--- config.mk ---
export PLATFORM = sky130hd
export DESIGN_NAME = dctf_lane
export DESIGN_NICKNAME = d
export VERILOG_FILES = /design/src/rtl/dctf_pkg.sv /design/src/rtl/dctf_lane.sv
export SDC_FILE = /design/constraint.sdc
export NUM_CORES = 1
export LEC_CHECK = 0
export ABC_AREA = 1
export ABC_CLOCK_PERIOD_IN_PS = 5500
export BUFFER_PORTS_ARGS = -buffer_cell sky130_fd_sc_hd__buf_2
export CAP_MARGIN = 20
export CORE_AREA = 2 2 300 302
export DETAILED_ROUTE_END_ITERATION = 10
export DIE_AREA = 0 0 302 304
export SLEW_MARGIN = 10
export SYNTH_ARGS = -nofsm -noshare
export SYNTH_HDL_FRONTEND = slang
export SYNTH_SLANG_ARGS = --single-unit
--- constraint.sdc ---
create_clock -name clk_i -period 5.5 [get_ports clk_i]
set_clock_uncertainty 0.05 [all_clocks]
set_input_delay 0.825 -clock clk_i [delete_from_list [all_inputs] [get_ports clk_i]]
set_output_delay 0.825 -clock clk_i [all_outputs]
set_load 0.1 [all_outputs]
--- src/rtl/dctf_pkg.sv ---
package dctf_pkg;

  localparam int POINTS          = 8;
  localparam int SAMPLE_BITS     = 9;
  localparam int BASIS_FRAC_BITS = 14;

  localparam int COEF_W        = 11;
  localparam int COEF_MAX      = 1023;
  localparam int COEF_MIN_MAG  = 1024;
  localparam int HALF_PERIOD_Q = 30;

  // Enables for the two lane pipeline stages.
  typedef struct packed {
    logic mul_en;
    logic sum_en;
  } pipe_ctrl_t;

  // 0.5*cos(pi*m/16) for m = 0..8 in Q.30.
  localparam longint HALF_COS_Q30 [POINTS+1] = '{
    64'd536870912, 64'd526555088, 64'd496004047, 64'd446391849, 64'd379625062,
    64'd298269498, 64'd205451603, 64'd104738319, 64'd0
  };

  // sqrt(1/8) in Q.30.
  localparam longint DC_SCALE_Q30 = 64'd379625062;

  // Signed basis entry for coefficient k and sample n with frac fraction bits.
  function automatic int basis_coef(input int k, input int n, input int frac);
    int     m;
    int     sh;
    bit     neg;
    longint mag;
    sh  = HALF_PERIOD_Q - frac;
    neg = 1'b0;
    if (k == 0) begin
      mag = DC_SCALE_Q30;
    end else begin
      m = ((2 * n + 1) * k) % (4 * POINTS);
      if (m > 2 * POINTS) begin
        m = 4 * POINTS - m;
      end
      if (m > POINTS) begin
        m   = 2 * POINTS - m;
        neg = 1'b1;
      end
      mag = HALF_COS_Q30[m];
    end
    mag = (mag + (64'sd1 <<< (sh - 1))) >>> sh;
    return neg ? -int'(mag) : int'(mag);
  endfunction

endpackage

--- src/rtl/dctf_lane.sv ---
module dctf_lane #(
  parameter int SampleBits = dctf_pkg::SAMPLE_BITS,
  parameter int FracBits   = dctf_pkg::BASIS_FRAC_BITS,
  parameter int Lane       = 0
) (
  input  logic                                          clk_i,
  input  dctf_pkg::pipe_ctrl_t                          ctrl_i,
  input  logic [dctf_pkg::POINTS-1:0][SampleBits-1:0]   samples_i,
  output logic [dctf_pkg::COEF_W-1:0]                   coef_o
);

  localparam int BasisW = FracBits + 1;
  localparam int ProdW  = SampleBits + FracBits;
  localparam int SumW   = ProdW + 3;
  localparam int MagW   = SumW + 1;
  localparam int RndW   = MagW - FracBits;

  localparam logic [RndW-1:0] MaxPos = RndW'(dctf_pkg::COEF_MAX);
  localparam logic [RndW-1:0] MaxNeg = RndW'(dctf_pkg::COEF_MIN_MAG);
  localparam logic [MagW-1:0] Half   = MagW'(1) << (FracBits - 1);

  logic signed [ProdW-1:0] prod_d [dctf_pkg::POINTS];
  logic signed [ProdW-1:0] prod_q [dctf_pkg::POINTS];
  logic signed [SumW-1:0]  sum_d;
  logic signed [SumW-1:0]  sum_q;

  for (genvar n = 0; n < dctf_pkg::POINTS; n++) begin : g_tap
    localparam int Coef = dctf_pkg::basis_coef(Lane, n, FracBits);
    logic signed [BasisW-1:0]     basis;
    logic signed [SampleBits-1:0] sample;
    assign basis     = BasisW'(Coef);
    assign sample    = $signed(samples_i[n]);
    assign prod_d[n] = sample * basis;
  end

  always_ff @(posedge clk_i) begin
    if (ctrl_i.mul_en) begin
      prod_q <= prod_d;
    end
  end

  always_comb begin
    sum_d = '0;
    for (int n = 0; n < dctf_pkg::POINTS; n++) begin
      sum_d = sum_d + SumW'(prod_q[n]);
    end
  end

  always_ff @(posedge clk_i) begin
    if (ctrl_i.sum_en) begin
      sum_q <= sum_d;
    end
  end

  // Round the magnitude half away from zero, then restore the sign and clamp.
  logic                          neg;
  logic [MagW-1:0]               mag;
  logic [MagW-1:0]               rnd;
  logic [RndW-1:0]               rmag;
  logic [dctf_pkg::COEF_W-1:0]   rtrunc;

  always_comb begin
    neg    = sum_q[SumW-1];
    mag    = neg ? MagW'(-MagW'(sum_q)) : MagW'(sum_q);
    rnd    = mag + Half;
    rmag   = rnd[MagW-1:FracBits];
    rtrunc = rmag[dctf_pkg::COEF_W-1:0];
    if (!neg && rmag > MaxPos) begin
      coef_o = MaxPos[dctf_pkg::COEF_W-1:0];
    end else if (neg && rmag > MaxNeg) begin
      coef_o = MaxNeg[dctf_pkg::COEF_W-1:0];
    end else begin
      coef_o = neg ? -rtrunc : rtrunc;
    end
  end

endmodule

[After elaboration in Yosys (flattened, before gate mapping)]
Cells that the tools add are included.
Storage, ports and cells
  word-level logic and storage cells: 36
  input bits: 75
  output and inout bits: 11
  flip-flop bits (word level): 210
Cells by class
  $mul: 8
  add/subtract/negate cells: 10
  muxes and demuxes: 4
  magnitude comparators: 2
  reduce and logical (&&, ||, !) cells: 3
Operators by type and width (number)
  multiplier 9 x 14 -> 23 bit (second input constant): 8
  adder 26 x 23 -> 26 bit: 4
  two-way mux 11 bit: 3
  adder 27 x 14 -> 27 bit (second input constant): 1
  two-way mux 27 bit: 1
  negator 26 -> 27 bit: 1
  adder 25 x 23 -> 26 bit: 1
  adder 24 x 23 -> 25 bit: 1
  adder 23 x 23 -> 24 bit: 1
  greater-than comparator 13 x 10 -> 1 bit (second input constant): 1
  greater-than comparator 13 x 11 -> 1 bit (second input constant): 1
  negator 11 bit: 1
  logical AND 1 bit: 2
  logical NOT 1 bit: 1

[Longest topological paths before layout]
Gate-level depths: netlist of run 1.
  word-level depth: 7
  depth in mapped cells: 23
  gate-level depth less buffers: 22

[Least setup slack after synthesis of run 1]
OpenSTA, ideal clock, no wires.
  path kind: input port to flip-flop
  start: input samples_i[46] in the netlist's numbering
  end: register prod_q[68] in the netlist's numbering (data pin)
  buffers on the path: 0
  cell stages on the path: 19
  required time: 5.192 ns
  path slack: 0.566 ns
  setup time: 0.258 ns
  arrival time: 4.626 ns
  cells stage by stage: ha_1 -> fa_1 -> fa_1 -> fa_1 -> ha_1 -> ha_1 -> nand2_1 -> o21ai_0 -> nand2_1 -> nand2_1 -> a21oi_1 -> o21ai_0 -> a21boi_0 -> o21ai_0 -> a21oi_1 -> nor2_1 -> nor2_1 -> nand2_1 -> nand2_1
RTL lines
  start: declaration: RTL line dctf_lane.sv:8  | input logic [dctf_pkg::POINTS-1:0][SampleBits-1:0] samples_i,
  end signal: assignment: RTL line dctf_lane.sv:38  | prod_q <= prod_d;
  end: declaration: RTL line dctf_lane.sv:23  | logic signed [ProdW-1:0] prod_q [dctf_pkg::POINTS];

[Worst setup path after layout of run 1]
  start: register prod_q[48] in the netlist's numbering
  end: register sum_q[24] (data pin)
On the way
  word-level cells in the longest chain between the ends: 3
RTL lines
  adder 26 x 23 -> 26 bit (3 in a row): RTL line dctf_lane.sv:45  | sum_d = sum_d + SumW'(prod_q[n]);
  net sum_d[24]: RTL line dctf_lane.sv:24  | logic signed [SumW-1:0] sum_d;
  end signal: assignment: RTL line dctf_lane.sv:51  | sum_q <= sum_d;
  end: declaration: RTL line dctf_lane.sv:25  | logic signed [SumW-1:0] sum_q;
The timed path passes the listed nets, and every way through them passes these cells.
A chain may end at the register's enable or synchronous reset.

==> impl_metrics.py, run 1 <==
metrics = {
    "timing": {
        "worst_pin_slew_ns": 0.772,
        "slew-limit-headroom_pct": 48.5,
        "fin_crit_sh_pct": 92.3,
        "fmax_mhz": 197,
        "finalMaxSlewViolations": 0,
        "setup_viol": 0,
        "fin_crit_ns": 5.08,
        "tns_ns": 0,
        "rsz0062_at_grt": "no",
        "hold_viol": 0,
    },
    "yosys": {
        "synthesis.nets": 3501,
        "synth_flop_cell": "edfxtp_1",
        "ys.warnings.count": 0,
        "synth_top_cell_area_share_pct": 24.7,
        "synthTopCellsByArea": "fa_1 25%, edfxtp_1 24%, ha_1 24%",
        "synthXorXnorAreaFrac_pct": 4.42,
        "synth_top_area_cell": "fa_1",
        "synth_area_um2": 26300,
        "synth_edf_count": 210,
        "synth_top_family_by_area": "adder cells",
        "async_flop_share_pct": 0,
        "syn_area_per_cell_um2": 10.1,
        "synth_cell_types": 43,
        "synthAdderAreaFrac_pct": 48.5,
        "synthMuxAreaShare_pct": 0,
        "yosys.area_share.simple_pct": 7.51,
        "ys_seq_elements": 210,
        "synth-seq-area-share_pct": 23.9,
        "synth.most_common_cell": "inv_1",
        "synth_compound_area_share_pct": 4.77,
        "syn_inst": 2600,
        "synth_common_cells": "747 x inv_1, 501 x ha_1, 325 x fa_1",
    },
    "cts": {
        "cts_hold_buf": 0,
        "numCtsBuffers": 26,
        "insertion_delay_ns": 0.57,
        "tritoncts": "built",
        "clk_pin_slew_ns": 0.06,
        "cts_resized": 0,
        "root_buffer": "clkbuf_16",
        "cts_buffer_depth": 3,
        "clock-sinks": 210,
        "cts_setup_buffers": 0,
        "cts.htree.levels": 1,
    },
    "layout": {
        "final_nets": 3622,
        "fillers": 9110,
        "multiInputGateArea_um2": 17200,
        "drive_above_1_share_pct": 6.39,
        "regArea_um2": 6310,
        "area_growth_pct": 10.5,
    },
    "detailed_routing": {
        "drt-total-wl_mm": 58.6,
        "route.antenna.remaining_nets": 0,
        "drc": 0,
        "drtPass1Iterations": 5,
        "wl_per_cell_um": 15.0,
        "first_iter_violations": 745,
        "via_count": 16900,
        "via_per_inst": 4.31,
    },
    "floorplan": {
        "rows": 110,
        "pin_count": 86,
        "start_util_pct": 29.6,
        "die_h_um": 304,
        "die_x_um": 302,
        "dieArea_um2": 91800,
        "coreArea_um2": 89000,
    },
    "global_route": {
        "grt_max_degree": 129,
        "antenna_found_initial": 13,
        "grt_pass1_vias": 17900,
        "gr-total-overflow": 0,
        "track_usage_pct": 13.2,
        "grt_pass1_wl_mm": 95.0,
    },
    "worst_setup_path": {
        "critPathKind": "register to register",
        "start_kind": "register",
        "cp.required_ns": 5.75,
        "arrival_ns": 5.33,
        "crit_path_end_kind": "register",
        "crit_fanout": 3,
    },
    "placed_design": {
        "gp_congestion": 0.883,
        "portBuffers": 85,
        "dp_hpwl_mm": 51.2,
    },
    "run": {
        "cap_violations": 0,
    },
    "run_status": {
        "status": "finished, final reports clean",
    },
    "hold_path": {
        "holdCritPathClass": "input pin to register",
    },
}
-- critical path: stages, from the launching register on --
cell and delay, ns:
edfxtp_1 0.42, inv_1 0.09, fa_1 0.41, inv_1 0.23, fa_1 0.47, fa_1 0.54
inv_1 0.05, fa_1 0.46, inv_1 0.06, ha_1 0.16, inv_1 0.05, fa_1 0.40
o21ai_0 0.29, a21oi_1 0.20, nor4_1 0.22, nor2_1 0.13, o21bai_1 0.22, nand2_1 0.08
nand2_1 0.10, nand2_1 0.06, nand2_1 0.07, xor2_1 0.06
-- cell type report --
type | count | share of cell area, %
Sequential cell | 210 | 21.7
Clock buffer | 32 | 2.31
Tap cell | 1176 | 5.05
Clock inverter | 12 | 0.348
Multi-Input combinational cell | 1630 | 59.0
Timing Repair Buffer | 98 | 1.86
Inverter | 755 | 9.75
Antenna cell | 3 | 0.0258
-- per-stage QoR --
stage,area [um^2],hold slack (ns),utilization [%],worst slack (ns),cells
3_5_place_dp,28300,0.625,31.8,0.0294,3869
5_1_grt,29100,0.430,32.7,0.110,3916
6_report,29100,0.437,32.7,0.424,3916
4_1_cts,29100,0.410,32.7,0.419,3913
3_3_place_gp,28300,0.629,31.8,0.128,3869
2_1_floorplan,26300,0.585,-,0.566,2600
-- registers in the layout, indices dropped and copies added, names as in the netlist --
signal,count
sum_q,26
prod_q,184
-- kinds of logic (layout without fill, tap and decap cells) --
logic type               Yosys count  in the layout
XOR/XNOR                         133            133
other                              0              3
flip-flops                       210            210
AND/OR/NAND/NOR                  441            441
AO/OA/AOI/OAI                    230            230
adder cells (fa/ha/maj)          826            826
buffers and inverters            760            897
-- final timing paths --
path | from | endpoint | slack (ns) | depth (start not counted)
worst max register to register | prod_q[48] | sum_q[24] | 0.42 | 21
worst min-delay path | samples_i[11] | prod_q[140] | 0.44 | 1
worst max-delay path | prod_q[48] | sum_q[24] | 0.42 | 21
worst min register to register | prod_q[161] | sum_q[0] | 0.63 | 2
-- layer usage --
metal  vias up  GRT usage [%]  wire, um  part of all wire (%)
met5         -              0        16                 0.027
met4         2           3.59      1850                   3.2
met3        89           1.78      2240                   3.8
met2       248           22.6     28000                    48
met1      8118           17.5     26500                    45
li1       8408              -         -                     -
-- layout by cell type (no fill, tap or decap), drive strengths merged, types with 32 or more instances in the layout --
cell	netlist	routed
inv	752	754
clkbuf	0	32
o21ai	60	60
nor2	89	89
buf	5	98
edfxtp	210	210
nand3	65	65
ha	501	501
a21oi	128	128
nand2	257	257
xor2	92	92
xnor2	41	41
fa	325	325
Power of run 1 is not shown: default switching activity piles up to over one toggle a cycle in this logic, so the estimate is an artifact.
==> run 2, diff against run 1 <==
==> config.mk (replaced) <==
export PLATFORM = sky130hd
export DESIGN_NAME = dctf_lane
export DESIGN_NICKNAME = d
export VERILOG_FILES = /design/src/rtl/dctf_pkg.sv /design/src/rtl/dctf_lane.sv
export SDC_FILE = /design/constraint.sdc
export NUM_CORES = 1
export LEC_CHECK = 0
export ABC_CLOCK_PERIOD_IN_PS = 5500
export BUFFER_PORTS_ARGS = -buffer_cell sky130_fd_sc_hd__buf_2
export CAP_MARGIN = 20
export CORE_AREA = 2 2 302 304
export DETAILED_ROUTE_END_ITERATION = 10
export DIE_AREA = 0 0 304 306
export SYNTH_ARGS = -nofsm -noshare
export SYNTH_HDL_FRONTEND = slang
export SYNTH_SLANG_ARGS = --single-unit
==> impl_metrics.py, run 2 <==
metrics = {
    "timing": {
        "fin_crit_ns": 5.20,
        "finalMaxSlewViolations": 0,
        "worst_pin_slew_ns": 0.930,
        "setup_viol": 0,
        "finalWorstSetupSlack_ns": 0.302,
        "slew-limit-headroom_pct": 38.0,
        "fin_crit_sh_pct": 94.5,
        "hold_viol": 0,
        "fmax_mhz": 192,
    },
    "yosys": {
        "synth_common_cells": "711 x inv_1, 501 x ha_1, 325 x fa_1",
        "synth_flop_cell": "edfxtp_1",
        "ys_seq_elements": 210,
        "synth_top_cell_area_share_pct": 24.4,
        "synth_area_um2": 26700,
        "syn_inst": 2518,
        "synth_top_area_cell": "fa_1",
        "synthTopCellsByArea": "fa_1 24%, edfxtp_1 24%, ha_1 24%",
        "synth.most_common_cell": "inv_1",
        "syn_area_per_cell_um2": 10.6,
        "synth-seq-area-share_pct": 23.6,
        "synthesis.nets": 3419,
        "ys.warnings.count": 0,
        "synth_edf_count": 210,
        "async_flop_share_pct": 0,
        "synth_cell_types": 73,
    },
    "worst_setup_path": {
        "crit_family": "compound AO/OA/AOI/OAI gates",
        "critPathKind": "register to output pin",
        "path_cells": "nor4_2 -> nand4_1 -> buf_6 -> nand2_1 -> xnor2_1 -> ha_1 -> inv_1 -> o41a_1 -> nor4_4 -> nor3_4 -> a2111o_1 -> a21oi_4 -> a311oi_4 -> buf_4 -> o31ai_4 -> buf_12",
        "slowest_delay_ns": 0.42,
        "arrival_ns": 4.32,
        "crit_fanout": 19,
        "cp_num_buf_inv": 4,
        "crit_path_end_kind": "output pin",
        "cp.required_ns": 4.62,
        "cpMaxStageDelayCell": "o41a_1",
        "start_kind": "register",
    },
    "cts": {
        "tritoncts": "built",
        "cts_buffer_depth": 3,
        "cts_hold_buf": 0,
        "clock-sinks": 210,
        "cts.htree.levels": 1,
        "insertion_delay_ns": 0.57,
        "root_buffer": "clkbuf_16",
        "numCtsBuffers": 26,
        "clk_pin_slew_ns": 0.06,
    },
    "global_route": {
        "grt_pass1_wl_mm": 98.1,
        "track_usage_pct": 13.5,
        "grt_pass1_vias": 18000,
        "antenna_found_initial": 8,
        "grt_max_degree": 101,
        "gr-total-overflow": 0,
    },
    "layout": {
        "area_growth_pct": 11.5,
        "final_cell_mix": "711 x inv_1, 501 x ha_1, 325 x fa_1",
        "final_nets": 3547,
        "post-route-util_pct": 33.2,
        "largest_reg_flops": 184,
        "fillers": 9036,
        "drive_above_1_share_pct": 6.94,
        "final_cell_count_no_fill": 3840,
        "design_area_um2": 29700,
        "final_common_cell": "inv_1",
        "multiInputGateArea_um2": 17700,
        "reg.largest.list": "prod_q x184, sum_q x26",
        "regMostFlops": "prod_q",
        "regArea_um2": 6310,
        "diodes": 0,
    },
    "placed_design": {
        "dpl-instance-area_um2": 28800,
        "dp_slack_ns": -0.0206,
        "dp_hpwl_mm": 52.8,
        "post-place-cells": 3791,
        "portBuffers": 85,
        "gp_congestion": 0.862,
    },
    "detailed_routing": {
        "via_count": 17000,
        "drt-total-wl_mm": 60.8,
        "via_per_inst": 4.43,
        "wl_per_cell_um": 15.8,
        "drc": 0,
        "route.antenna.remaining_nets": 0,
        "drtPass1Iterations": 5,
        "first_iter_violations": 650,
    },
    "floorplan": {
        "start_util_pct": 29.8,
        "die_h_um": 306,
        "coreArea_um2": 89600,
        "rows": 110,
        "dieArea_um2": 93000,
        "pin_count": 86,
        "die_x_um": 304,
    },
    "hold_path": {
        "holdCritPathClass": "input pin to register",
    },
    "run": {
        "cap_violations": 0,
    },
    "run_status": {
        "status": "finished, final reports clean",
    },
}
==> run 2: cell types whose count changed after synthesis, sizes merged, moves of 29 or more <==
cell and change:
a21oi -61, xnor2 +47, inv -41, xor2 -62, nor2b +29, o21ai +29, nand3 -38, nand2 -203
nor3 +34
==> run 2: cells by family (layout without fill, tap and decap cells) <==
| group | Yosys count | in the layout | share of synthesized area, % |
|---|---|---|---|
| XOR/XNOR | 118 | 118 | 3.90 |
| buffers and inverters | 723 | 869 | 10.3 |
| multiplexers | 4 | 4 | 0.202 |
| flip-flops | 210 | 210 | 23.6 |
| adder cells (fa/ha/maj) | 826 | 826 | 47.9 |
| AND/OR/NAND/NOR | 328 | 328 | 6.12 |
| AO/OA/AOI/OAI | 309 | 309 | 7.96 |
==> run 2: final timing paths <==
kind            startpoint    endpoint  slack, ns  cells after the start
min          samples_i[27]  prod_q[92]       0.44                      1
max reg2reg     prod_q[25]   sum_q[24]       0.32                     21
min reg2reg    prod_q[138]    sum_q[0]       0.66                      2
max              sum_q[12]   coef_o[9]       0.30                     16
==> run 2: repair_timing <==
| action | 4_1_cts | 5_1_grt |
|---|---|---|
| resized for setup | 4 | 23 |
| buffers inserted | 0 | 3 |
| pin swaps | 1 | 3 |
| setup endpoints to repair | 8 | 12 |
==> run 2: worst reg2reg max path, delay by kind of cell (launching register included) <==
| family | cells | cell delay (ns) |
|---|---|---|
| fa+ha+maj | 6 | 2.48 |
| compound gates | 7 | 1.35 |
| buf+inv | 6 | 0.48 |
| flops | 1 | 0.45 |
| simple gates | 2 | 0.16 |
==> run 2: per-layer routing <==
| metal | wire length [um] | track usage (%) |
|---|---|---|
| met3 | 2630 | 2.49 |
| met4 | 1580 | 3.16 |
| met5 | 93 | 0 |
| met1 | 28000 | 17.7 |
| met2 | 28500 | 23.1 |
==> run 2: area by class of cell <==
type	instances	share of cell area [%]
clock buffer	28	2.21
multi-input combinational	1585	59.5
clock inverter	18	0.707
tap	1176	4.95
sequential	210	21.2
inverter	711	8.97
timing repair buffer	112	2.43
==> run 2: stage by stage <==
| stage | hold WS (ns) | setup TNS, ns |
|---|---|---|
| 2_1_floorplan | 0.585 | -1.73 |
| 3_3_place_gp | 0.642 | 0 |
| 3_5_place_dp | 0.622 | -0.0257 |
| 4_1_cts | 0.420 | -0.0518 |
| 5_1_grt | 0.429 | -0.324 |
| 6_report | 0.444 | 0 |
Power of run 2 is left out for the same reason.
