--- src/rtl/dctf_pkg.sv ---
package dctf_pkg;

  localparam int POINTS          = 8;
  localparam int SAMPLE_BITS     = 9;
  localparam int BASIS_FRAC_BITS = 14;

  localparam int COEF_W        = 11;
  localparam int COEF_MAX      = 1023;
  localparam int COEF_MIN_MAG  = 1024;
  localparam int HALF_PERIOD_Q = 30;

  // Enables for the two lane pipeline stages.
  typedef struct packed {
    logic mul_en;
    logic sum_en;
  } pipe_ctrl_t;

  // 0.5*cos(pi*m/16) for m = 0..8 in Q.30.
  localparam longint HALF_COS_Q30 [POINTS+1] = '{
    64'd536870912, 64'd526555088, 64'd496004047, 64'd446391849, 64'd379625062,
    64'd298269498, 64'd205451603, 64'd104738319, 64'd0
  };

  // sqrt(1/8) in Q.30.
  localparam longint DC_SCALE_Q30 = 64'd379625062;

  // Signed basis entry for coefficient k and sample n with frac fraction bits.
  function automatic int basis_coef(input int k, input int n, input int frac);
    int     m;
    int     sh;
    bit     neg;
    longint mag;
    sh  = HALF_PERIOD_Q - frac;
    neg = 1'b0;
    if (k == 0) begin
      mag = DC_SCALE_Q30;
    end else begin
      m = ((2 * n + 1) * k) % (4 * POINTS);
      if (m > 2 * POINTS) begin
        m = 4 * POINTS - m;
      end
      if (m > POINTS) begin
        m   = 2 * POINTS - m;
        neg = 1'b1;
      end
      mag = HALF_COS_Q30[m];
    end
    mag = (mag + (64'sd1 <<< (sh - 1))) >>> sh;
    return neg ? -int'(mag) : int'(mag);
  endfunction

endpackage

--- src/rtl/dctf_merge.sv ---
module dctf_merge #(
  parameter int OutW = dctf_pkg::POINTS * dctf_pkg::COEF_W
) (
  input  logic                                               clk_i,
  input  logic                                               rst_ni,
  input  logic                                               valid_i,
  output logic                                               ready_o,
  input  logic [dctf_pkg::POINTS-1:0][dctf_pkg::COEF_W-1:0]  coefs_i,
  output logic                                               valid_o,
  input  logic                                               ready_i,
  output logic [OutW-1:0]                                    data_o
);

  logic            valid_q;
  logic            valid_d;
  logic [OutW-1:0] data_q;

  // The output register takes a new row when empty or when its row leaves.
  assign ready_o = !valid_q || ready_i;
  assign valid_d = ready_o ? valid_i : valid_q;

  always_ff @(posedge clk_i or negedge rst_ni) begin
    if (!rst_ni) begin
      valid_q <= 1'b0;
    end else begin
      valid_q <= valid_d;
    end
  end

  always_ff @(posedge clk_i) begin
    if (ready_o) begin
      data_q <= OutW'(coefs_i);
    end
  end

  assign valid_o = valid_q;
  assign data_o  = data_q;

endmodule

--- config.mk ---
export PLATFORM = sky130hd
export DESIGN_NAME = dctf_merge
export DESIGN_NICKNAME = d
export VERILOG_FILES = /design/src/rtl/dctf_pkg.sv /design/src/rtl/dctf_merge.sv
export SDC_FILE = /design/constraint.sdc
export NUM_CORES = 1
export LEC_CHECK = 0
export ABC_AREA = 1
export CORE_ASPECT_RATIO = 0.75
export CORE_MARGIN = 4
export CORE_UTILIZATION = 65
export DETAILED_ROUTE_END_ITERATION = 10
export DONT_BUFFER_PORTS = 1
export HOLD_SLACK_MARGIN = 0.1
export PLACE_DENSITY_LB_ADDON = 0.25
export SYNTH_ARGS = -nofsm -noshare
export SYNTH_HDL_FRONTEND = slang
export SYNTH_SLANG_ARGS = --single-unit
--- constraint.sdc ---
create_clock -name clk_i -period 3.8 [get_ports clk_i]
set_input_delay 0.38 -clock clk_i [delete_from_list [all_inputs] [get_ports clk_i]]
set_output_delay 0.38 -clock clk_i [all_outputs]
set_load 0.05 [all_outputs]
==> results.md, run 1 <==
- Status: stopped before the end
- Failed at: global routing (5_1_grt)
- First error: [ERROR DPL-0033] detailed placement checks failed during check placement.
- Mapped Nets: approximately 190
- Row cnt: 19
- Register area share after synthesis: 0.993
- Synth warn: 0
- Pre-CTS setup slack: 1.89 ns
- GP Congestion: 0.676
- H-tree lvl count: 3
- Cts repair resizes: 0
- Top cells by area, synth: edfxtp_1 (98%), dfrtp_1 (0.93%), nand2_2 (0.47%)
- Largest area contributor in the netlist: edfxtp_1
- Yosys top cell area share: 0.983
- Syn Area/Cell: 28.9 sq um
- Clk buf depth: 2
- # port buffers: 0
- Largest net degree at the start of global routing: 34
- Total CTS buffers: 9
- Dpl cells: between 100 and 150
- Cell count after synthesis: 93
- Clk sinks: 89
- Die Y-Extent: ~64 microns
- Chip width: 82.3 microns
- Initial antenna violation count: 1
- Post-synthesis register bit count: slightly below 90
- Starting Density: 0.702
- Distinct cell type count after synthesis: 4
- Synth Cell Area: around 2700 sq um
- Final HPWL DP: 4.08 mm
- Root Driver: clkbuf_8
- Ports: 182
## stage by stage
step	hold WS (ns)	cell area, sq um
2_1_floorplan	0.0844	2690
3_3_place_gp	0.0844	2770
3_5_place_dp	0.0845	2770
4_1_cts	0.117	3020
## synth_stat cells (all sizes together)
cell and number:
nand2 2, inv 2, dfrtp 1, edfxtp 88
## cell families after synthesis
kind of cell,share of synthesized area
flip-flops,0.993
buffers and inverters,0.00279
AND/OR/NAND/NOR,0.00465
## what timing repair did
item | 4_1_cts
buffers inserted | 0
hold buffers | 1
hold endpoints to repair | 1
==> run 2, diff against run 1 <==
Settings changed: CORE_ASPECT_RATIO 0.75 to default, CORE_UTILIZATION 65 to 40, HOLD_SLACK_MARGIN 0.1 to default, PLACE_DENSITY_LB_ADDON 0.25 to 0.15.
==> run 2 against run 1 <==
  * The run now ends clean
  * Area after synthesis did not move
  * Synthesized cell count did not move
==> results.md, run 2 <==
- Clk buf depth: 2
- GR Util All Layers: 0.120
- Most instantiated cells after synthesis: edfxtp_1 (88), inv_1 (2), nand2_2 (2), dfrtp_1 (1)
- Initial antenna violation count: 0
- Worst-path clk slew: around 0.09 ns
- Worst vdd ir: approximately 270 uV
- Chip width: 90.0 microns
- Global-route wire length before repair: 6.88 mm
- GR Overflow Total: 0
- GP Congestion: approximately 0.67
- Worst path max stage delay: 0.89 ns
- Worst Setup SP: valid_o
- Pwr Density: just under 700 nW/um^2
- Design Area, Final: between 2000 and 3000 sq um
- Final Total Pwr: between 2000 and 2500 uW
- Detail Route Antenna Nets: 0
- CP required: 3.42 ns
- Asr flop ratio synth: 0.0112
- Unrepaired setup endpoints after global routing: false
- Core ar.: 6420 sq um
- Worst path slowest cell: nand2_4
- Final Slew Violations: 0
- Commonest non-fill, non-tap cell in the layout: edfxtp_1
- Total CTS buffers: 9
- Row cnt: 29
- # port buffers: 0
- Crit path DAT: ~1.8 ns
- Final Hold Viols: 0
- Hold path startpoint: coefs_i[54]
- Register area share after synthesis: 0.993
- Max-cap violations: 0
- Crit path time final: approximately 2.2 ns
- Cell count after synthesis: 93
- Final setup skew: 0.0121 ns
- # fillers: 532
- Via count: 973
- Worst-skew pair later-pin latency: 0.34 ns
- Crit end category: output pin
- Area of the multi-input gates: 17.5 sq um
- Total Wirelength: 4.89 mm
- CTS tree: done
- Dpl cells: 171
- Fin nets: 198
- Synth warn: 0
- Area after DPL: 2800 sq um
- Mapped Nets: 185
- Post-synthesis register bit count: 89
- Setup crit start kind: flip-flop
- DR vias/cell: 5.18
- Type of the worst setup path: flip-flop to output pin
- Final setup vio count: 0
- First-pass DRT Iterations: 4
- H-tree lvl count: 3
- Worst path bufs/invs: 0
- Layout cell share with drive strength beyond 1: 0.144
- Largest net degree at the start of global routing: 76
- Final non-filler cell total: 188
- Syn Area/Cell: a little under 30 sq um
- Number of global-route vias before repair: approximately 1000
- Top cells by area, synth: edfxtp_1 (98%), dfrtp_1 (0.93%), nand2_2 (0.47%)
- Die Area: 8090 sq um
- Largest area contributor in the netlist: edfxtp_1
- Setup Buffers After CTS: 0
- DR iter-0 viols: 51
- Fmax: 0.456 GHz
- Count leader, synth: edfxtp_1
- Predominant post-synthesis flop cell: edfxtp_1
- Worst Path Max Fanout: 75
- LEAKAGE: 0.00102 uW
- Setup TNS: 0 ns
- Reg area: around 2700 sq um
- Hold crit path type: input pin to flip-flop
- Commonest non-fill, non-tap cells in the layout: edfxtp_1 (88), clkbuf_8 (9), inv_1 (2), clkinv_1 (2)
- ANT cells: 0
- Yosys top cell area share: 0.983
- Status: completed
- # DRC: 0
- Worst-Margin Slew: 1.07 ns
- Delay-heaviest family, CP: simple AND/OR/NAND/NOR gates
- Starting Density: 0.418
- Reg2reg start: valid_o
- Slew margin rel.: 0.288
- Distinct cell type count after synthesis: 4
- WL/cell: between 20 and 30 microns
- Ports: between 150 and 200
- Final cycle utilization of the critical path: 0.577
- Clk sinks: 89
- Die Y-Extent: 90.0 microns
- Area Overhead vs Synth: 11.4%
- Final core occ: 0.466
- Synth Cell Area: 2690 sq um
- Crit-path cells: nand2_4
- Max reg flops: 88
- Number of synthesized flops with an enable pin: 88
- Root Driver: clkbuf_8
run 2: layout make-up:
cell class	instances	share of cell area
clock buffer	10	0.0426
clock inverter	6	0.0196
inverter	2	0.00251
multi-input combinational	2	0.00585
sequential	89	0.891
tap	77	0.0322
timing repair buffer	2	0.00585
run 2: cells by family (layout without fill, tap and decap cells):
group / Yosys count / after routing / share of synthesized area
DFF: 89 / 89 / 0.993
and+or+nand+nor: 2 / 2 / 0.00465
buffers and inverters: 2 / 20 / 0.00279
run 2: timing repair:
action / in CTS / in global routing
resized for setup: 0 / 0
endpoints found under the hold margin: 1 / 0
hold buffers: 1 / 0
run 2: routing by layer:
metal | global-route usage | up-vias | wire length (microns) | part of all wire
met4 | 0.0612 | 0 | 78 | 0.016
met3 | 0.0693 | 9 | 529 | 0.11
met5 | 0 | - | 0 | 0
met2 | 0.206 | 97 | 2650 | 0.54
li1 | - | 395 | - | -
met1 | 0.115 | 472 | 1630 | 0.33
run 2: report_power, final:
part / total (uW) / switching (uW) / internal, uW / leakage (uW)
Clock: 591 / 292 / 300 / 0.0000913
Combinational: 28.7 / 26.2 / 2.54 / 0.0000289
Sequential: 1430 / 266 / 1170 / 0.000896
run 2: per-stage QoR:
stage | hold slack (ns) | setup WS, ns
3_3_place_gp | 0.0845 | 1.67
3_5_place_dp | 0.0844 | 1.62
5_1_grt | 0.101 | 1.48
6_report | 0.131 | 1.61
4_1_cts | 0.109 | 1.55
2_1_floorplan | 0.0844 | 1.45
run 2: path summary, 6_finish.rpt:
check	cells after the start	endpoint	slack, ns
max in group asynchronous	1	valid_o	3.44
max	1	ready_o	1.61
min in group asynchronous	1	valid_o	0.25
max reg2reg	2	data_o[48]	1.63
min	0	data_o[54]	0.13
min reg2reg	2	valid_o	1.59
(Power assumes the default switching activity.)
==> run 3, diff against run 2 <==
Clock period 3.8 ns to 2.2 ns, I/O delays scaled along.
==> run 3 against run 2 <==
  * Via count grew 36%
  * Clock power grew 48%
  * Hold slack got worse by 0.052 ns
  * Die area is the same
  * Cell count up 47%
  * First-iteration DRC count did not move
  * Highest routed layer unchanged
==> results.md, run 3 (synthesis gave the netlist of run 2 again) <==
- Status: completed
- Via count: 1326
- Hold crit path type: input pin to asynchronous set/reset pin
- Pwr Density: 912 nW/um^2
- Fmax: just over 0.6 GHz
- Core ar.: 6420 sq um
- Fin nets: between 200 and 300
- GR Util All Layers: 0.139
- Final Hold Viols: 0
- Crit-path cells: nand2_4 > buf_12
- Ports: 182
- Type of the worst setup path: flip-flop to output pin
- Power share of the combinational group: 0.053
- Setup crit start kind: flip-flop
- Largest net degree at the start of global routing: 50
- Slew margin rel.: 0.645
- Max reg flops: between 80 and 90
- Chip width: 90.0 microns
- Crit path DAT: 1.40 ns
- Unrepaired setup endpoints after global routing: false
- Setup TNS: 0 ns
- Max-cap violations: 0
- WL/cell: 20.2 microns
- Worst-path clk slew: 0.08 ns
- LEAKAGE: ~0.0014 uW
- Reg power frac: 0.699
- Register-to-register setup slack: 0.79 ns
- Clock Power Share: 0.248
- Clk buf depth: 2
- Worst Path Max Fanout: 41
- Area Overhead vs Synth: 44.4%
- Setup Buffers After CTS: 0
- Worst-Margin Slew: 0.533 ns
- Int Pwr: 2520 uW
- Commonest non-fill, non-tap cells in the layout: dlygate4sd3_1 (90), edfxtp_1 (88), clkbuf_8 (9), clkinv_1 (3)
- Starting Density: 0.418
- Commonest non-fill, non-tap cell in the layout: dlygate4sd3_1
- Layout cell share with drive strength beyond 1: 0.0750
- DR vias/cell: 4.79
- Worst-skew pair later-pin latency: 0.33 ns
- P_sw: slightly above 1000 uW
- CTS tree: done
- Total CTS buffers: 9
- Reg2reg end: data_o[20]
- Worst vdd ir: 463 uV
- GP Congestion: 0.647
- Detail Route Antenna Nets: 0
- Worst Setup SP: valid_o
- # port buffers: 0
- Global-route wire length before repair: 8.38 mm
- Crit end category: output pin
- Die Y-Extent: 90.0 microns
- Clk sinks: 89
- DR iter-0 viols: between 50 and 60
- Worst path slowest cell: dfrtp_1
- Root Driver: clkbuf_8
- Crit path time final: 1.62 ns
- Die Area: 8090 sq um
- Final Total Pwr: 3540 uW
- Final cycle utilization of the critical path: 0.736
- Post-layout worst setup margin: 0.580 ns
- Final setup vio count: 0
- CP required: 1.98 ns
- Final setup skew: 0.0116 ns
- Worst path max stage delay: 0.59 ns
- Worst r2r path cells: 2
- First-pass DRT Iterations: 3
- H-tree lvl count: 3
- Pre-CTS setup slack: 0.815 ns
- Initial antenna violation count: 0
- GR Overflow Total: 0
- ANT cells: 0
- Number of global-route vias before repair: 1449
- Reg2reg start: valid_o
- Final Slew Violations: 0
- Total Wirelength: 5.59 mm
- Row cnt: 29
- # DRC: 0
- Switching share of power: 0.287
run 3: power groups by stage:
stage / Sequential (uW) / Combinational (uW) / Clock, uW
finish: 2480 / 189 / 877
detailed placement: 2510 / 59.4 / 0
global route: 2480 / 205 / 1000
floorplan: 2490 / 37.5 / 0
CTS: 2480 / 189 / 908
global placement: 2510 / 56.1 / 0
run 3: final cells by class:
type                    count  area (sq um)
fillers                   450          2540
clock buffers              10           128
repair buffers             92           941
multi-input cells           2          17.5
well taps                  77          96.3
clock inverters             5          23.8
flip-flops and latches     89          2670
inverters                   2          7.51
run 3: worst max-delay path: cells and delay by family, from the launching register on:
family	cells	cell delay [ns]
flip-flops	1	0.59
buffers and inverters	1	0.27
AND/OR/NAND/NOR	1	0.20
run 3: how the worst max path moves through the flow:
stage                       endpoint  slack, ns  cells after the start
after global placement    data_o[26]       0.83                      2
final                        ready_o       0.58                      2
after CTS                    ready_o       0.54                      2
after detailed placement  data_o[26]       0.81                      2
after floorplan            data_o[0]       0.42                      1
after global routing         ready_o       0.50                      2
run 3: layer usage:
layer | wire [microns] | GRT usage | vias to the layer above
met2 | 3110 | 0.249 | 106
met5 | 0 | 0 | -
met1 | 1810 | 0.130 | 630
met4 | 142 | 0.0804 | 0
met3 | 520 | 0.0634 | 13
li1 | - | - | 577
run 3: stage by stage:
stage	area [sq um]	hold slack, ns	std cells	util
floorplan	2690	-0.0756	93	-
global placement	2830	-0.0755	172	0.440
detailed placement	2830	-0.0756	172	0.440
CTS	3880	0.0570	277	0.604
global route	3880	0.0522	277	0.604
finish	3880	0.0794	277	0.604
run 3: timing repair:
action                                  in CTS  in global routing
resized for setup                            0                  0
hold endpoints to repair                    90                  0
hold buffers                                90                  0
endpoints found under the setup margin       0                  0
==> run 4, diff against run 3 <==
Clock period 2.2 ns to 1.6 ns, I/O delays scaled along.
==> run 4 against run 3 <==
  * Sequential power is 37% higher
  * Final area is 1.8% higher
  * Worst setup slack worse by 0.28 ns
  * Utilization is 1.1 points higher
  * Non-clock buffer count is 2 higher
  * First-iteration DRC count is 35% higher
  * Critical endpoint unchanged
  * Largest cell class unchanged
  * Largest power group unchanged
  * Highest routed layer unchanged
==> results.md, run 4 (synthesis gave the netlist of run 2 again) <==
- Setup TNS: 0 ns
- Number of global-route vias before repair: 1487
- Switching share of power: 0.287
- Worst path slowest cell: dfrtp_1
- Area Overhead vs Synth: 47.0%
- Detail Route Antenna Nets: 0
- Row cnt: 29
- Commonest non-fill, non-tap cell in the layout: dlygate4sd3_1
- Busiest grt layer: met2
- Int Pwr: 3650 uW
- Root Driver: clkbuf_8
- First-pass DRT Iterations: 4
- Reg2reg end: data_o[46]
- Final Total Pwr: between 5000 and 6000 uW
- Reg2reg start: valid_o
- Ports: 182
- Largest net degree at the start of global routing: 58
- DR vias/cell: between 4 and 5
- Final Slew Violations: 0
- Crit path time final: 1.30 ns
- Hold WS: 0.339 ns
- M3 GR Usage: 0.0701
- Setup crit start kind: flip-flop
- Final non-filler cell total: 280
- # DRC: 0
- Total Wirelength: 5.77 mm
- Final setup skew: 0.00840 ns
- Fin nets: 290
- LEAKAGE: between 0.001 and 0.0015 uW
- Worst r2r path cells: 2
- Worst vdd ir: 604 uV
- Worst-Margin Slew: between 0.5 and 0.6 ns
- Crit path DAT: approximately 1.1 ns
- DR iter-0 viols: about 70
- Final HPWL DP: 3.74 mm
- Pwr Density: 1300 nW/um^2
- Worst Path Max Fanout: 33
- Hold path startpoint: ready_i
- Clk sinks: 89
- Die Y-Extent: 90.0 microns
- Clk buf depth: 2
- Hold crit path type: input pin to flip-flop
- GR Util met2: 0.266
- Met1 GRT Util: 0.131
- Unrepaired setup endpoints after global routing: false
- Status: completed
- CTS tree: done
- Final Hold Viols: 0
- Hold path cells: 4
- Dpl cells: 173
- Max reg flops: 88
- WL/cell: approximately 21 microns
- Global-route wire length before repair: 8.52 mm
- Core ar.: 6420 sq um
- Fmax: 0.768 GHz
- GR Overflow Total: 0
- Crit end category: output pin
- H-tree lvl count: 3
- Via count: between 1000 and 1500
- Starting Density: 0.418
- Type of the worst setup path: flip-flop to output pin
- Power share of the combinational group: 0.053
- GP Congestion: 0.645
- Hold Crit Endpoint: valid_o
- Crit-path cells: nand2_8 > buf_12
- Final core occ: 0.615
- CP required: 1.44 ns
- Clock Power Share: 0.284
- ANT cells: 0
- Commonest non-fill, non-tap cells in the layout: dlygate4sd3_1 (91), edfxtp_1 (88), clkbuf_8 (9), clkinvlp_4 (3)
- Reg power frac: 0.663
- P_sw: 1470 uW
- Initial antenna violation count: 0
- Worst path max stage delay: 0.45 ns
- Final cycle utilization of the critical path: 0.813
- # port buffers: 0
- Slew margin rel.: 0.661
- Die Area: 8090 sq um
- Register-to-register setup slack: 0.41 ns
- Layout cell share with drive strength beyond 1: 0.0985
- Final setup vio count: 0
- Max-cap violations: 0
- Chip width: approximately 90 microns
- Total CTS buffers: 9
- Worst-path clk slew: 0.08 ns
- Setup Buffers After CTS: 0
- GR Util All Layers: 0.143
- Worst-skew pair later-pin latency: 0.34 ns
-- run 4: changes by cell type in the layout (fill, tap and decap cells not counted) --
| cell | change |
|---|---|
| buf_4 | +1 |
| nand2_4 | -1 |
| bufinv_16 | +1 |
| dlygate4sd3_1 | +1 |
| clkinv_1 | -2 |
| clkinvlp_4 | +2 |
| nand2_8 | +1 |
| inv_6 | +1 |
| clkbuf_1 | -1 |
-- run 4: worst max-delay path: cells and delay by family, from the launching register on --
| family | cells | cell delay, ns |
|---|---|---|
| DFF | 1 | 0.45 |
| buffers and inverters | 1 | 0.23 |
| and+or+nand+nor | 1 | 0.12 |
-- run 4: worst max-delay path by stage --
stage                  from  cells after the start         end  slack [ns]
floorplan           valid_o                      1   data_o[0]        0.05
global placement    valid_o                      2   data_o[0]        0.47
detailed placement  valid_o                      2  data_o[42]        0.43
CTS                 valid_o                      2     ready_o        0.26
global route        valid_o                      2     ready_o        0.22
finish              valid_o                      2     ready_o        0.30
-- run 4: area by class of cell --
type,instances,area (sq um)
Timing Repair Buffer,94,958
Sequential cell,89,2670
Clock inverter,7,70.1
Multi-Input combinational cell,2,26.3
Inverter,2,7.51
Tap cell,77,96.3
Clock buffer,9,124
Fill cell,452,2470
-- run 4: repair_timing --
item | 4_1_cts | 5_1_grt
hold endpoints to repair | 90 | 0
setup endpoints to repair | 0 | 0
gates resized for setup | 0 | 0
hold buffers | 91 | 0
-- run 4: per-layer routing --
| metal | up-vias | wire (microns) |
|---|---|---|
| li1 | 581 | - |
| met1 | 629 | 1830 |
| met2 | 103 | 3320 |
| met3 | 8 | 561 |
| met4 | 0 | 66 |
| met5 | - | 0 |
-- run 4: power by group through the flow --
stage | Sequential [uW] | Clock (uW) | Combinational [uW]
finish | 3400 | 1450 | 273
CTS | 3400 | 1500 | 273
global route | 3410 | 1630 | 294
floorplan | 3430 | 0 | 53.8
global placement | 3450 | 0 | 88.5
detailed placement | 3450 | 0 | 94.2
-- run 4: metrics by stage --
step           setup slack [ns]  cell area, sq um
2_1_floorplan            0.0455              2700
3_3_place_gp              0.470              2850
3_5_place_dp              0.427              2850
4_1_cts                   0.262              3950
5_1_grt                   0.225              3950
6_report                  0.298              3950
